File: config.mk
export PLATFORM = sky130hd
export DESIGN_NAME = seglr_cmdq
export DESIGN_NICKNAME = d
export VERILOG_FILES = /design/src/sv/assert_macros.svh /design/src/sv/seglr_pkg.sv /design/src/sv/seglr_cmdq.sv
export SDC_FILE = /design/constraint.sdc
export NUM_CORES = 1
export LEC_CHECK = 0
export BUFFER_PORTS_ARGS = -buffer_cell sky130_fd_sc_hd__buf_4
export CAP_MARGIN = 20
export CELL_PAD_IN_SITES_DETAIL_PLACEMENT = 0
export CELL_PAD_IN_SITES_GLOBAL_PLACEMENT = 1
export CORE_ASPECT_RATIO = 1.2
export CORE_MARGIN = 1.5
export CORE_UTILIZATION = 45
export CTS_CLUSTER_DIAMETER = 80
export DETAILED_ROUTE_END_ITERATION = 10
export PLACE_DENSITY = 0.72
export SETUP_SLACK_MARGIN = 0.1
export SLEW_MARGIN = 20
export SYNTH_ARGS = -nofsm -noshare
export SYNTH_HDL_FRONTEND = slang
export SYNTH_SLANG_ARGS = --single-unit
export TNS_END_PERCENT = 1
File: constraint.sdc
create_clock -name i_clk -period 3.7 [get_ports i_clk]
set_input_delay 0.37 -clock i_clk [delete_from_list [all_inputs] [get_ports i_clk]]
set_output_delay 0.37 -clock i_clk [all_outputs]
set_load 0.01 [all_outputs]
File: src/sv/assert_macros.svh
// Assertion macros used by the top-level RTL file.
`ifndef ASSERT_MACROS_SVH
`define ASSERT_MACROS_SVH

// Same-cycle implication, disabled while reset is asserted.
`define ASSERT_IMPLIES(label, clk, rst_n, ante, cons, msg) \
    label: assert property (@(posedge clk) disable iff (!rst_n) (ante) |-> (cons)) \
        else $error(msg);

// Next-cycle implication, disabled while reset is asserted.
`define ASSERT_NEXT(label, clk, rst_n, ante, cons, msg) \
    label: assert property (@(posedge clk) disable iff (!rst_n) (ante) |=> (cons)) \
        else $error(msg);

`endif

File: src/sv/seglr_pkg.sv
// Types, constants and the fraction table of the segment linear resampler.
package seglr_pkg;

    localparam int DEF_FEAT_DIM = 8;
    localparam int DEF_COLUMNS  = 256;

    localparam int VAL_W  = 16;   // stored and interpolated values
    localparam int COL_W  = 8;    // column fields
    localparam int ROW_FW = 3;    // row fields
    localparam int SMP_W  = 3;    // sample index
    localparam int CNT_W  = 4;    // sample_count register
    localparam int DEN_W  = 3;    // sample_count - 1
    localparam int EXT_W  = 13;   // holds any column compared against COLUMNS

    localparam int DIV_STEPS = COL_W;
    localparam int CQ_DEPTH  = 4;
    localparam int OQ_DEPTH  = 4;

    localparam logic [CNT_W-1:0] SC_MIN   = CNT_W'(2);
    localparam logic [CNT_W-1:0] SC_MAX   = CNT_W'(8);
    localparam logic [CNT_W-1:0] SC_RESET = CNT_W'(4);

    typedef enum logic [1:0] {
        K_LOAD,
        K_SAMPLE,
        K_BAD
    } t_kind;

    typedef enum logic {
        BK_IDLE,
        BK_RUN
    } t_back_state;

    // One classified command: a store write, a resample run or a bad segment.
    typedef struct packed {
        t_kind                   kind;
        logic [COL_W-1:0]        col;     // load column or segment start
        logic [ROW_FW-1:0]       row;
        logic signed [VAL_W-1:0] value;
        logic [DEN_W-1:0]        den;     // also the last sample index
        logic [COL_W-1:0]        q_step;  // (end-start) / den
        logic [DEN_W-1:0]        r_step;  // (end-start) % den
    } t_cmd;

    typedef struct packed {
        logic signed [VAL_W-1:0] value;
        logic [SMP_W-1:0]        smp;
        logic [ROW_FW-1:0]       row;
        logic                    last;
        logic                    bad;
    } t_res;

    // floor(rem * 65536 / den) for rem < den
    function automatic logic [VAL_W-1:0] frac_q16(input logic [DEN_W-1:0] den,
                                                  input logic [DEN_W-1:0] rem);
        logic [VAL_W-1:0] f;
        unique case ({den, rem})
            {3'd2, 3'd1}: f = 16'd32768;
            {3'd3, 3'd1}: f = 16'd21845;
            {3'd3, 3'd2}: f = 16'd43690;
            {3'd4, 3'd1}: f = 16'd16384;
            {3'd4, 3'd2}: f = 16'd32768;
            {3'd4, 3'd3}: f = 16'd49152;
            {3'd5, 3'd1}: f = 16'd13107;
            {3'd5, 3'd2}: f = 16'd26214;
            {3'd5, 3'd3}: f = 16'd39321;
            {3'd5, 3'd4}: f = 16'd52428;
            {3'd6, 3'd1}: f = 16'd10922;
            {3'd6, 3'd2}: f = 16'd21845;
            {3'd6, 3'd3}: f = 16'd32768;
            {3'd6, 3'd4}: f = 16'd43690;
            {3'd6, 3'd5}: f = 16'd54613;
            {3'd7, 3'd1}: f = 16'd9362;
            {3'd7, 3'd2}: f = 16'd18724;
            {3'd7, 3'd3}: f = 16'd28086;
            {3'd7, 3'd4}: f = 16'd37449;
            {3'd7, 3'd5}: f = 16'd46811;
            {3'd7, 3'd6}: f = 16'd56173;
            default:      f = '0;
        endcase
        return f;
    endfunction

endpackage

File: src/sv/seglr_cmdq.sv
// Short command queue between the front end and the back end.
module seglr_cmdq import seglr_pkg::*; (
    input  logic i_clk,
    input  logic i_rst_n,
    input  logic i_push,
    input  t_cmd i_cmd,
    input  logic i_pop,
    output t_cmd o_head,
    output logic o_valid,
    output logic o_full
);

    localparam int PW = $clog2(CQ_DEPTH);
    localparam int CW = PW + 1;

    t_cmd          r_q [CQ_DEPTH];
    logic [PW-1:0] r_wp;
    logic [PW-1:0] r_rp;
    logic [CW-1:0] r_cnt;

    assign o_head  = r_q[r_rp];
    assign o_valid = (r_cnt != '0);
    assign o_full  = (r_cnt == CW'(CQ_DEPTH));

    always_ff @(posedge i_clk) begin
        if (!i_rst_n) begin
            r_wp  <= '0;
            r_rp  <= '0;
            r_cnt <= '0;
        end else begin
            if (i_push) begin
                r_wp <= r_wp + PW'(1);
            end
            if (i_pop) begin
                r_rp <= r_rp + PW'(1);
            end
            r_cnt <= r_cnt + CW'(i_push) - CW'(i_pop);
        end
    end

    always_ff @(posedge i_clk) begin
        if (i_push) begin
            r_q[r_wp] <= i_cmd;
        end
    end

endmodule

==> flow_metrics.tcl <==
set metrics [dict create \
    status "completed" \
    hpwl_um 6815 \
    synth.yosys.seq_area_share_pct 79.73 \
    max_freq_mhz 390.6 \
    p_comb_share_pct 10.3 \
    grt_start_max_net_pins 44 \
    synth_xor_area_share_pct 0.6159 \
    finalCriticalPeriod_ns 2.560 \
    grt_overflow 0 \
    power.switching_mw 0.9958 \
    fin_skew_ns 0.008543 \
    cp.required_ns 3.33 \
    synth_compound_area_share_pct 0.2240 \
    cts_tree "done" \
    netlist_area_um2 6704 \
    hold_viol 0 \
    synth_cells 268 \
    wl_per_cell_um 19.12 \
    clk_pin_slew_ns 0.07 \
    antenna_found_initial 1 \
    synth_simple_gate_area_share_pct 1.138 \
    p_sw_share_pct 22.23 \
    n_antenna_cell 0 \
    synth_nets 322 \
    multiInputGateArea_um2 1222 \
    start_util_pct 46.32 \
    drt_iter0_drc 168 \
    die-area_um2 15640 \
    finalCritPeriodShare_pct 69.20 \
    critPathSlowestCell "dfxtp_2" \
    power.internal_mw 3.483 \
    htreeDepth 4 \
    drt_wl_total_um 11210 \
    path_buf_inv 2 \
    core_um2 14470 \
    cap_violations 0 \
    nFillCells 1107 \
    drc 0 \
    startpoint_type "flip-flop" \
    tightest_slew_ns 0.8963 \
    p_leak_nw 2.774 \
    yosysWarningCount 0 \
    synthAdderAreaFrac_pct 1.418 \
    post_cts_resized 0 \
    synth_top_family_by_area "multiplexers" \
    arrival_ns 2.19 \
    ant_nets 0 \
    grt.total_usage_pct 15.74 \
    cellPowerDensity_nw_per_um2 552.3 \
    post_cts_buffers 0 \
    setup_violations 0 \
    crit_family "flip-flops" \
    grt_pass1_wl_um 17530 \
    numCtsBuffers 17 \
    max_stage_delay_ns 0.81 \
    fin_tns_setup_ns 0 \
    synth_cell_types 21 \
    synthToLayoutAreaGrowth_pct 20.96 \
    dr.pass1.iters 4 \
    io_buffers 91 \
    vias 2942 \
    cts.sinks 181 \
    grt_pass1_vias 3177 \
    ios 92 \
    async_reset_ff_share_pct 0 \
    critical_path.cell_chain "buf_4 -> mux4_2 -> buf_4" \
    cp_common_cell "buf_4" \
    ir_drop_v 0.0003110 \
    clkPwrFrac_pct 35.8 \
    clkLatencyLatePin_ns 0.42 \
    synth-seq-cells 181 \
    ctsHoldBuffers 0 \
    synthFlopType "edfxtp_1" \
    seq_area_um2 5350 \
    totalPowerFinal_mw 4.479 \
    slew_headroom_pct 40.25 \
    cts-root-buf "clkbuf_16" \
    rsz0062_at_grt "no" \
    hold_path_class "in2reg" \
    fp-row-count 48 \
    die_h_um 136.7 \
    synthMuxAreaShare_pct 14.76 \
    gp_congestion 0.6776 \
    cp-end-kind "primary output" \
    via_per_inst 5.020 \
    fp.dieW_um 114.4 \
    max-clock-path-buffers 2 \
    crit_fanout 26 \
    path_class "reg2out" \
    seqPwrFrac_pct 54.0 \
    syn_avg_cell_area_um2 25.01 \
    nNetsFinal 428 \
    drive_gt1_share_pct 44.82 \
    synth_edf_count 172 \
    fin_hold_ws_ns 0.1466 \
    drv_slew 0 \
]
[synthesized netlist by cell type, types with 2 or more instances]
cell type	instances	area share [%]
and2_1	6	0.56
buf_12	4	1.2
buf_2	4	0.30
dfxtp_1	9	2.7
edfxtp_1	172	77
ha_1	6	1.1
inv_1	7	0.39
mux4_1	3	1.2
mux4_2	40	13
nor2_1	5	0.28
xnor2_1	2	0.26
[cell families after synthesis]
logic type	count (synthesis)
xor+xnor	3
fa+ha+maj	7
buf+inv	17
simple gates	14
flops	181
mux	44
compound gates	2
[sequential cells by signal, indices dropped and copies added, names as in the netlist, named ones only]
register,flops
r_q,172
r_cnt,3
r_wp,2
r_rp,2
[final timing paths]
path	startpoint	end	slack [ns]	depth (start not counted)
max	flip-flop	o_head[14]	1.14	3
min	i_cmd[19]	r_q[0][19]$_DFFE_PP_	0.15	1
max reg2reg	r_wp[0]$_SDFFE_PN0P_	r_q[3][27]$_DFFE_PP_	1.73	3
min reg2reg	r_rp[1]$_SDFFE_PN0P_	flip-flop	0.54	2
[layout make-up]
type	instances	area share [%]
clock buffers	18	5.292
repair buffers	97	8.980
well taps	200	3.086
clock inverters	13	1.265
inverters	7	0.3240
flip-flops and latches	181	65.98
multi-input cells	70	15.07
[layer usage]
| metal | global-route usage [%] | share of wire [%] | up-vias |
|---|---|---|---|
| met5 | 0 | 0.15 | - |
| met4 | 5.833 | 1.2 | 2 |
| met3 | 5.093 | 3.8 | 12 |
| met2 | 26.61 | 54 | 62 |
| met1 | 18.97 | 40 | 1530 |
| li1 | - | - | 1336 |
[power groups by stage]
stage	combinational [mW]	clock, mW	sequential (mW)
after floorplan	0.296	0	2.42
after global placement	0.464	0	2.46
after detailed placement	0.471	0	2.47
after CTS	0.472	1.64	2.42
after global routing	0.500	1.71	2.43
final	0.460	1.60	2.42
[per-stage QoR]
stage               setup slack [ns]  area (um2)  instances  util, %
finish                         1.140        8109        586    56.03
global route                  0.9522        8109        586    56.03
CTS                            1.031        8109        586    56.03
detailed placement             1.502        7577        555    52.35
global placement               1.492        7577        555    52.35
floorplan                      1.718        6704        268        -
[layout by cell type (no fill, tap or decap), types with 2 or more instances in the layout]
| master | instances |
|---|---|
| mux4_1 | 3 |
| clkinv_2 | 2 |
| clkbuf_16 | 17 |
| and2_2 | 4 |
| ha_1 | 6 |
| buf_4 | 97 |
| mux4_2 | 40 |
| inv_6 | 3 |
| clkinv_4 | 5 |
| edfxtp_1 | 172 |
| xnor2_1 | 2 |
| dfxtp_1 | 7 |
| nor2_1 | 5 |
| inv_1 | 7 |
| and2_1 | 2 |
Power figures use the tool's default switching activity.
