[config.mk]
export PLATFORM = sky130hd
export DESIGN_NAME = seglr_front
export DESIGN_NICKNAME = d
export VERILOG_FILES = /design/src/sv/assert_macros.svh /design/src/sv/seglr_pkg.sv /design/src/sv/seglr_front.sv
export SDC_FILE = /design/constraint.sdc
export NUM_CORES = 1
export LEC_CHECK = 0
export ABC_CLOCK_PERIOD_IN_PS = 7000
export BUFFER_PORTS_ARGS = -buffer_cell sky130_fd_sc_hd__buf_4
export CORE_UTILIZATION = 51
export CTS_CLUSTER_SIZE = 20
export DETAILED_ROUTE_END_ITERATION = 10
export PLACE_DENSITY = 0.82
export SYNTH_ARGS = -nofsm -noshare
export SYNTH_HDL_FRONTEND = slang
export SYNTH_SLANG_ARGS = --single-unit
export TNS_END_PERCENT = 100
[constraint.sdc]
create_clock -name i_clk -period 7 [get_ports i_clk]
set_clock_uncertainty 0.15 [all_clocks]
set_input_delay 0.7 -clock i_clk [delete_from_list [all_inputs] [get_ports i_clk]]
set_output_delay 0.7 -clock i_clk [all_outputs]
set_load 0.01 [all_outputs]
[src/sv/assert_macros.svh]
// Assertion macros used by the top-level RTL file.
`ifndef ASSERT_MACROS_SVH
`define ASSERT_MACROS_SVH

// Same-cycle implication, disabled while reset is asserted.
`define ASSERT_IMPLIES(label, clk, rst_n, ante, cons, msg) \
    label: assert property (@(posedge clk) disable iff (!rst_n) (ante) |-> (cons)) \
        else $error(msg);

// Next-cycle implication, disabled while reset is asserted.
`define ASSERT_NEXT(label, clk, rst_n, ante, cons, msg) \
    label: assert property (@(posedge clk) disable iff (!rst_n) (ante) |=> (cons)) \
        else $error(msg);

`endif

[src/sv/seglr_pkg.sv]
// Types, constants and the fraction table of the segment linear resampler.
package seglr_pkg;

    localparam int DEF_FEAT_DIM = 8;
    localparam int DEF_COLUMNS  = 256;

    localparam int VAL_W  = 16;   // stored and interpolated values
    localparam int COL_W  = 8;    // column fields
    localparam int ROW_FW = 3;    // row fields
    localparam int SMP_W  = 3;    // sample index
    localparam int CNT_W  = 4;    // sample_count register
    localparam int DEN_W  = 3;    // sample_count - 1
    localparam int EXT_W  = 13;   // holds any column compared against COLUMNS

    localparam int DIV_STEPS = COL_W;
    localparam int CQ_DEPTH  = 4;
    localparam int OQ_DEPTH  = 4;

    localparam logic [CNT_W-1:0] SC_MIN   = CNT_W'(2);
    localparam logic [CNT_W-1:0] SC_MAX   = CNT_W'(8);
    localparam logic [CNT_W-1:0] SC_RESET = CNT_W'(4);

    typedef enum logic [1:0] {
        K_LOAD,
        K_SAMPLE,
        K_BAD
    } t_kind;

    typedef enum logic {
        BK_IDLE,
        BK_RUN
    } t_back_state;

    // One classified command: a store write, a resample run or a bad segment.
    typedef struct packed {
        t_kind                   kind;
        logic [COL_W-1:0]        col;     // load column or segment start
        logic [ROW_FW-1:0]       row;
        logic signed [VAL_W-1:0] value;
        logic [DEN_W-1:0]        den;     // also the last sample index
        logic [COL_W-1:0]        q_step;  // (end-start) / den
        logic [DEN_W-1:0]        r_step;  // (end-start) % den
    } t_cmd;

    typedef struct packed {
        logic signed [VAL_W-1:0] value;
        logic [SMP_W-1:0]        smp;
        logic [ROW_FW-1:0]       row;
        logic                    last;
        logic                    bad;
    } t_res;

    // floor(rem * 65536 / den) for rem < den
    function automatic logic [VAL_W-1:0] frac_q16(input logic [DEN_W-1:0] den,
                                                  input logic [DEN_W-1:0] rem);
        logic [VAL_W-1:0] f;
        unique case ({den, rem})
            {3'd2, 3'd1}: f = 16'd32768;
            {3'd3, 3'd1}: f = 16'd21845;
            {3'd3, 3'd2}: f = 16'd43690;
            {3'd4, 3'd1}: f = 16'd16384;
            {3'd4, 3'd2}: f = 16'd32768;
            {3'd4, 3'd3}: f = 16'd49152;
            {3'd5, 3'd1}: f = 16'd13107;
            {3'd5, 3'd2}: f = 16'd26214;
            {3'd5, 3'd3}: f = 16'd39321;
            {3'd5, 3'd4}: f = 16'd52428;
            {3'd6, 3'd1}: f = 16'd10922;
            {3'd6, 3'd2}: f = 16'd21845;
            {3'd6, 3'd3}: f = 16'd32768;
            {3'd6, 3'd4}: f = 16'd43690;
            {3'd6, 3'd5}: f = 16'd54613;
            {3'd7, 3'd1}: f = 16'd9362;
            {3'd7, 3'd2}: f = 16'd18724;
            {3'd7, 3'd3}: f = 16'd28086;
            {3'd7, 3'd4}: f = 16'd37449;
            {3'd7, 3'd5}: f = 16'd46811;
            {3'd7, 3'd6}: f = 16'd56173;
            default:      f = '0;
        endcase
        return f;
    endfunction

endpackage

[src/sv/seglr_front.sv]
// Front end: takes input beats, classifies them and works out the sample step.
module seglr_front import seglr_pkg::*; #(
    parameter int FEAT_DIM = DEF_FEAT_DIM,
    parameter int COLUMNS  = DEF_COLUMNS
) (
    input  logic                    i_clk,
    input  logic                    i_rst_n,
    input  logic                    i_valid,
    output logic                    o_ready,
    input  logic                    i_command,
    input  logic [COL_W-1:0]        i_column,
    input  logic [ROW_FW-1:0]       i_feature_row,
    input  logic signed [VAL_W-1:0] i_sample_value,
    input  logic [COL_W-1:0]        i_seg_start,
    input  logic [COL_W-1:0]        i_seg_end,
    input  logic [CNT_W-1:0]        i_sample_count,
    output t_cmd                    o_cmd,
    output logic                    o_push,
    input  logic                    i_q_full
);

    localparam int DC_W = $clog2(DIV_STEPS + 1);

    logic              r_hold;
    logic [DC_W-1:0]   r_cnt;
    t_cmd              r_ent;
    logic [COL_W-1:0]  r_quo;
    logic [DEN_W-1:0]  r_rem;

    logic              accept;
    logic [CNT_W-1:0]  sc;
    logic [DEN_W-1:0]  den;
    logic              col_ok;
    logic              row_ok;
    logic              seg_bad;
    logic              keep;
    t_cmd              n_ent;
    logic [DEN_W:0]    trial;
    logic              ge;

    always_comb begin
        priority if (i_sample_count < SC_MIN) begin
            sc = SC_MIN;
        end else if (i_sample_count > SC_MAX) begin
            sc = SC_MAX;
        end else begin
            sc = i_sample_count;
        end
        den     = DEN_W'(sc - CNT_W'(1));
        col_ok  = EXT_W'(i_column) < EXT_W'(COLUMNS);
        row_ok  = (CNT_W'(i_feature_row) < CNT_W'(FEAT_DIM));
        seg_bad = (i_seg_end < i_seg_start) || (EXT_W'(i_seg_end) >= EXT_W'(COLUMNS));
        // out-of-range loads are dropped here and never reach the back end
        keep    = i_command || (col_ok && row_ok);

        n_ent        = '0;
        n_ent.row    = i_feature_row;
        n_ent.value  = i_sample_value;
        n_ent.den    = den;
        if (!i_command) begin
            n_ent.kind = K_LOAD;
            n_ent.col  = i_column;
        end else begin
            n_ent.kind = seg_bad ? K_BAD : K_SAMPLE;
            n_ent.col  = i_seg_start;
        end

        o_push  = r_hold && (r_cnt == '0) && !i_q_full;
        o_ready = !r_hold || o_push;
        accept  = i_valid && o_ready;

        o_cmd        = r_ent;
        o_cmd.q_step = r_quo;
        o_cmd.r_step = r_rem;

        // restoring division, one quotient bit a cycle
        trial = {r_rem, r_quo[COL_W-1]};
        ge    = trial >= {1'b0, r_ent.den};
    end

    always_ff @(posedge i_clk) begin
        if (!i_rst_n) begin
            r_hold <= 1'b0;
            r_cnt  <= '0;
        end else begin
            if (accept) begin
                r_hold <= keep;
                r_cnt  <= (i_command && !seg_bad) ? DC_W'(DIV_STEPS) : '0;
            end else begin
                if (o_push) begin
                    r_hold <= 1'b0;
                end
                if (r_cnt != '0) begin
                    r_cnt <= r_cnt - DC_W'(1);
                end
            end
        end
    end

    always_ff @(posedge i_clk) begin
        if (accept) begin
            r_ent <= n_ent;
            r_quo <= i_seg_end - i_seg_start;
            r_rem <= '0;
        end else if (r_cnt != '0) begin
            r_rem <= ge ? DEN_W'(trial - {1'b0, r_ent.den}) : trial[DEN_W-1:0];
            r_quo <= {r_quo[COL_W-2:0], ge};
        end
    end

endmodule

==> impl_metrics.tcl, run 1 <==
set metrics [dict create \
    antenna_found_initial 0 \
    dp_hpwl_um 3661 \
    via_per_inst 5.285 \
    tns_ns 0 \
    placedCellCount 332 \
    ys_ff_latch 48 \
    finalNetCount 354 \
    place_area_um2 3077 \
    drive_gt1_frac 0.4097 \
    cts_tree "built" \
    power.leakage_nw 1.445 \
    highest_layer "met4" \
    ant_nets 0 \
    async_flop_share 0 \
    worst_setup_path_end_kind "flip-flop" \
    clock_path_buffers 2 \
    postCtsHoldBufs 0 \
    post-place-ws_ns 4.079 \
    crit_required_ns 6.81 \
    tightest_slew_ns 0.4921 \
    ir_drop_uv 228.5 \
    drt_pass1_iterations 4 \
    synth_edf_count 40 \
    ys_warn_count 0 \
    cts_sinks 48 \
    final_max_slew_viol_count 0 \
    post-cts-setup-buffers 0 \
    die_height_um 69.26 \
    antenna_cells 0 \
    max_cap_viol_count 0 \
    drt_iter0_markers 75 \
    vias 1797 \
    synthCells 187 \
    ys.flop_type "edfxtp_1" \
    portBuffers 96 \
    grt_max_degree 30 \
    clockRootBuffer "clkbuf_8" \
    ios 97 \
    fin_crit_sh 0.3927 \
    numCtsBuffers 5 \
    ys_types 42 \
    dieArea_um2 4797 \
    syn_avg_cell_area_um2 12.34 \
    m1WireLength_um 1946 \
    drc 0 \
    cts.htree.levels 2 \
    core_area_um2 4354 \
    fin_ws_ns 4.251 \
    hold_viol_final 0 \
    startpoint_type "flip-flop" \
    fin_area_um2 3209 \
    cts-resized-gates 0 \
    relSlewSlack 0.6720 \
    syn_area_um2 2307 \
    area_growth_pct 39.10 \
    clock_latency_ns 0.30 \
    wl_per_cell_um 13.95 \
    cts.clk_slew.worst_paths_ns 0.10 \
    setup_violations 0 \
    rows 24 \
    grt_usage 0.2037 \
    die_width_um 69.26 \
    totalWireLength_um 4744 \
    hold_ws_ns 0.3635 \
    status "completed" \
    nFillCells 309 \
    syn-num-nets 254 \
    grt_pass1_wl_um 7707 \
    route.met2.wl_um 2420 \
    pwr_density_cell_nw_per_um2 299.1 \
    seq_area_frac_synth 0.5900 \
    worst-endpoint-arrival_ns 2.56 \
    grt_overflow 0 \
    routabilityCongestion 0.8147 \
    grt_pass1_vias 1694 \
    worst-setup-path-type "reg2reg" \
    hold_class "reg2reg" \
    period_needed_ns 2.749 \
    finalNonFillerCells 340 \
    worstPathMaxFanout 29 \
    fmax_ghz 0.3638 \
    dr_wl_met3_um 322 \
    rsz0062_at_grt "no" \
    initial_core_util 0.5299 \
]
-- critical path, cell delays in order (launching register included) --
cell and delay, ns:
dfxtp_1 0.32, inv_1 0.08, ha_1 0.23, or4b_4 0.50, a21bo_1 0.39, clkinv_1 0.30
buf_4 0.41
-- power breakdown --
group          internal, mW  switching [mW]  total, mW
combinational         0.157           0.162      0.319
clock                 0.129          0.0972      0.227
sequential            0.381          0.0329      0.414
-- cells in the final DEF (no fill, tap or decap), drive strengths merged, types with 2 or more instances in the layout --
master / netlist / routed
a211o: 2 / 2
a211oi: 3 / 3
a21bo: 2 / 2
a21o: 2 / 2
a21oi: 10 / 10
and3: 2 / 2
buf: 2 / 97
clkbuf: 2 / 6
dfxtp: 8 / 8
edfxtp: 40 / 40
fa: 2 / 2
ha: 13 / 13
inv: 20 / 21
mux2: 10 / 10
nand2: 16 / 16
nor2: 12 / 12
nor2b: 3 / 3
nor3: 4 / 4
o211ai: 2 / 2
o21a: 2 / 2
o21ai: 9 / 9
xnor2: 4 / 4
-- synth_stat cells (all sizes together) (2+ instances only) --
cell type / count / area [um2]
clkbuf: 2 / 7.510
a21oi: 10 / 50.05
o21a: 2 / 15.01
mux2: 10 / 112.6
and3: 2 / 12.51
a21bo: 2 / 20.02
o21ai: 9 / 45.04
a211oi: 3 / 22.52
inv: 20 / 75.07
o211ai: 2 / 20.02
dfxtp: 8 / 160.2
a211o: 2 / 17.52
ha: 13 / 162.7
nor2b: 3 / 18.77
a21o: 2 / 15.01
nor3: 4 / 20.02
nor2: 12 / 45.04
nand2: 16 / 60.06
edfxtp: 40 / 1201
buf: 2 / 16.26
fa: 2 / 40.04
xnor2: 4 / 35.03
-- final timing paths --
path	start	end	slack [ns]	depth (start not counted)
max	r_cnt[0]$_SDFFE_PN0P_	o_cmd[41]$_SDFFCE_PN0P_	4.25	6
min	r_cnt[1]$_SDFFE_PN0P_	r_cnt[1]$_SDFFE_PN0P_	0.36	2
max reg2reg	r_cnt[0]$_SDFFE_PN0P_	o_cmd[41]$_SDFFCE_PN0P_	4.25	6
min reg2reg	r_cnt[1]$_SDFFE_PN0P_	r_cnt[1]$_SDFFE_PN0P_	0.36	2
-- flip-flops by register name (all words and copies together), names as in the netlist --
| register | cells |
|---|---|
| o_cmd | 32 |
| r_quo | 8 |
| r_cnt | 4 |
| r_rem | 3 |
| r_hold | 1 |
-- layer usage --
layer  vias up  global-route usage
met3         5             0.05523
met2        74              0.3528
met4         0             0.06122
li1        872                   -
met5         -                   0
met1       846              0.2476
-- logic make-up after synthesis --
| kind of cell | count (synthesis) | share of synthesized area |
|---|---|---|
| xor+xnor | 5 | 0.01898 |
| flops | 48 | 0.5900 |
| compound gates | 38 | 0.1123 |
| simple gates | 45 | 0.09328 |
| mux | 11 | 0.05315 |
| buf+inv | 25 | 0.04446 |
| fa+ha+maj | 15 | 0.08785 |
-- stage by stage --
step,power (mW),util
final,0.9599,0.7371
after global routing,1.012,0.7371
after CTS,0.9669,0.7371
after detailed placement,0.7389,0.7066
after global placement,0.7294,0.7066
after floorplan,0.6028,-
-- cell type report --
class	count	area (um2)	area share
Timing Repair Buffer	97	728.2	0.2269
Multi-Input combinational cell	114	843.3	0.2628
Tap cell	52	65.06	0.02027
Inverter	21	78.83	0.02456
Sequential cell	48	1361	0.4242
Clock inverter	2	38.79	0.01209
Clock buffer	6	93.84	0.02924
(Power assumes the default switching activity.)
==> inputs of run 2 (changes only) <==
--- a/config.mk
+++ b/config.mk
@@ -5,12 +5,12 @@
 export SDC_FILE = /design/constraint.sdc
 export NUM_CORES = 1
 export LEC_CHECK = 0
-export ABC_CLOCK_PERIOD_IN_PS = 7000
+export ABC_CLOCK_PERIOD_IN_PS = 2200
 export BUFFER_PORTS_ARGS = -buffer_cell sky130_fd_sc_hd__buf_4
-export CORE_UTILIZATION = 51
+export CORE_UTILIZATION = 43
 export CTS_CLUSTER_SIZE = 20
 export DETAILED_ROUTE_END_ITERATION = 10
-export PLACE_DENSITY = 0.82
+export PLACE_DENSITY = 0.74
 export SYNTH_ARGS = -nofsm -noshare
 export SYNTH_HDL_FRONTEND = slang
 export SYNTH_SLANG_ARGS = --single-unit
==> constraint.sdc (replaced) <==
create_clock -name i_clk -period 2.2 [get_ports i_clk]
set_clock_uncertainty 0.15 [all_clocks]
set_input_delay 0.22 -clock i_clk [delete_from_list [all_inputs] [get_ports i_clk]]
set_output_delay 0.22 -clock i_clk [all_outputs]
set_load 0.01 [all_outputs]
==> impl_metrics.tcl, run 2 (same netlist as run 1, synthesis figures left out) <==
set metrics [dict create \
    r2r_slack_ns 0.06 \
    worst-setup-path-type "reg2reg" \
    path_buf_inv 1 \
    grt_usage 0.1762 \
    period_needed_ns 2.141 \
    cts.clk_slew.worst_paths_ns 0.09 \
    grt_overflow 0 \
    grt_pass1_wl_um 7376 \
    grt_max_degree 20 \
    critPathMaxStageDelay_ns 0.42 \
    worst-endpoint-arrival_ns 2.20 \
    fin_ws_ns 0.05912 \
    numCtsBuffers 5 \
    wl_per_cell_um 13.59 \
    hold_end "r_hold$_SDFFE_PN0P_" \
    vias 1886 \
    hold_viol_final 0 \
    min_path_cells 2 \
    fin_crit_sh 0.9731 \
    rsz0062_at_grt "yes" \
    tightest_slew_ns 0.4695 \
    nFillCells 410 \
    totalWireLength_um 5191 \
    layout_common_cells "buf_4 (100), edfxtp_1 (40), inv_1 (20), dlygate4sd3_1 (19), nand2_1 (15)" \
    largest_reg_flops 32 \
    clock_latency_ns 0.30 \
    path_cells "inv_1 > ha_1 > fa_1 > a21bo_2 > a211o_4 > and3_1 > nor4_2" \
    layout_commonest_cell "buf_4" \
    p_int_mw 2.101 \
    setup_violations 0 \
    grt_pass1_vias 1633 \
    post-place-ws_ns 0.009686 \
    cpLargestDelayFamily "compound AO/OA/AOI/OAI gates" \
    dieArea_um2 5663 \
    fmax_ghz 0.4671 \
    ios 97 \
    tns_ns 0 \
    rows 26 \
    portBuffers 96 \
    initial_core_util 0.4489 \
    area_growth_pct 51.19 \
    core_area_um2 5140 \
    finalNetCount 378 \
    min_from "i_rst_n" \
    r2r_cells 7 \
    sw_frac_of_total 0.3103 \
    drc 0 \
    max_cap_viol_count 0 \
    via_per_inst 4.937 \
    power.leakage_nw 1.545 \
    die_width_um 75.25 \
    die_height_um 75.25 \
    clockRootBuffer "clkbuf_8" \
    drt_iter0_markers 41 \
    power_frac_comb 0.377 \
    drt_pass1_iterations 4 \
    cts.htree.levels 2 \
    final_max_slew_viol_count 0 \
    hold_class "in2reg" \
    seqPwrFrac 0.434 \
    status "completed" \
    hold_ws_ns 0.02598 \
    relSlewSlack 0.6829 \
    drive_gt1_frac 0.4071 \
    power.switching_mw 0.9453 \
    pwr_density_cell_nw_per_um2 873.2 \
    worst_setup_path_end_kind "flip-flop" \
    cts_sinks 48 \
    worstPathMaxFanout 6 \
    ant_nets 0 \
    startpoint_type "flip-flop" \
    r2r-end "r_rem[1]$_SDFFE_PP0P_" \
    antenna_found_initial 0 \
    dp_hpwl_um 3692 \
    crit_required_ns 2.25 \
    antenna_cells 0 \
    clock_path_buffers 2 \
    cts_tree "built" \
    cpMaxStageDelayCell "edfxtp_1" \
    reg2reg_from "r_quo[7]$_DFFE_PP_" \
    ir_drop_uv 631.4 \
    routabilityCongestion 0.7974 \
    power_frac_clock 0.189 \
]
==> run 2: changes by cell type in the layout (fill, tap and decap cells not counted), sizes merged <==
cell and delta:
buf +5, bufinv -1, clkbuf +2, dlygate4sd3 +19, inv -1
==> run 2: layout make-up <==
type / count / area [um2] / share of cell area
inverters: 21 / 83.83 / 0.02403
repair buffers: 121 / 980.9 / 0.2812
well taps: 70 / 87.58 / 0.02511
multi-input cells: 114 / 873.3 / 0.2504
clock buffers: 8 / 101.3 / 0.02905
flip-flops and latches: 48 / 1361 / 0.3902
==> run 2: routing by layer <==
| layer | part of all wire | wire, um | track usage | vias up |
|---|---|---|---|---|
| li1 | - | - | - | 920 |
| met1 | 0.40 | 2059 | 0.2091 | 879 |
| met2 | 0.51 | 2670 | 0.3173 | 80 |
| met3 | 0.081 | 420 | 0.04685 | 7 |
| met4 | 0.0077 | 40 | 0.04527 | 0 |
| met5 | 0 | 0 | 0 | - |
==> run 2: how the worst max path moves through the flow <==
stage | from | endpoint | slack (ns) | cells after the start
finish | r_quo[7]$_DFFE_PP_ | r_rem[1]$_SDFFE_PP0P_ | 0.06 | 7
global route | r_quo[7]$_DFFE_PP_ | r_rem[0]$_SDFFE_PP0P_ | -0.02 | 7
CTS | r_cnt[0]$_SDFFE_PN0P_ | r_quo[4]$_DFFE_PP_ | 0.01 | 6
detailed placement | r_quo[7]$_DFFE_PP_ | r_rem[0]$_SDFFE_PP0P_ | 0.01 | 7
global placement | r_cnt[0]$_SDFFE_PN0P_ | r_quo[4]$_DFFE_PP_ | 0.05 | 6
floorplan | r_cnt[0]$_SDFFE_PN0P_ | r_quo[0]$_DFFE_PP_ | 0.04 | 7
==> run 2: stage by stage <==
stage / utilization / area [um2] / total power, mW / cells
5_1_grt: 0.6787 / 3488 / 3.234 / 382
6_report: 0.6787 / 3488 / 3.046 / 382
3_3_place_gp: 0.6166 / 3169 / 2.381 / 355
4_1_cts: 0.6733 / 3461 / 3.013 / 382
3_5_place_dp: 0.6166 / 3169 / 2.409 / 355
2_1_floorplan: - / 2315 / 1.922 / 187
==> run 2: repair_timing <==
action / in CTS / in global routing
gates resized for setup: 0 / 6
endpoints found under the hold margin: 19 / 0
pin swaps: 1 / 0
setup endpoints to repair: 1 / 43
buffers inserted: 0 / 0
hold buffers: 19 / 0
==> run 2: power by group through the flow <==
stage	logic (mW)	clock network (mW)	registers, mW
after floorplan	0.528	0	1.39
final	1.15	0.575	1.32
after CTS	1.10	0.590	1.32
after detailed placement	1.07	0	1.34
after global placement	1.05	0	1.33
after global routing	1.27	0.620	1.34
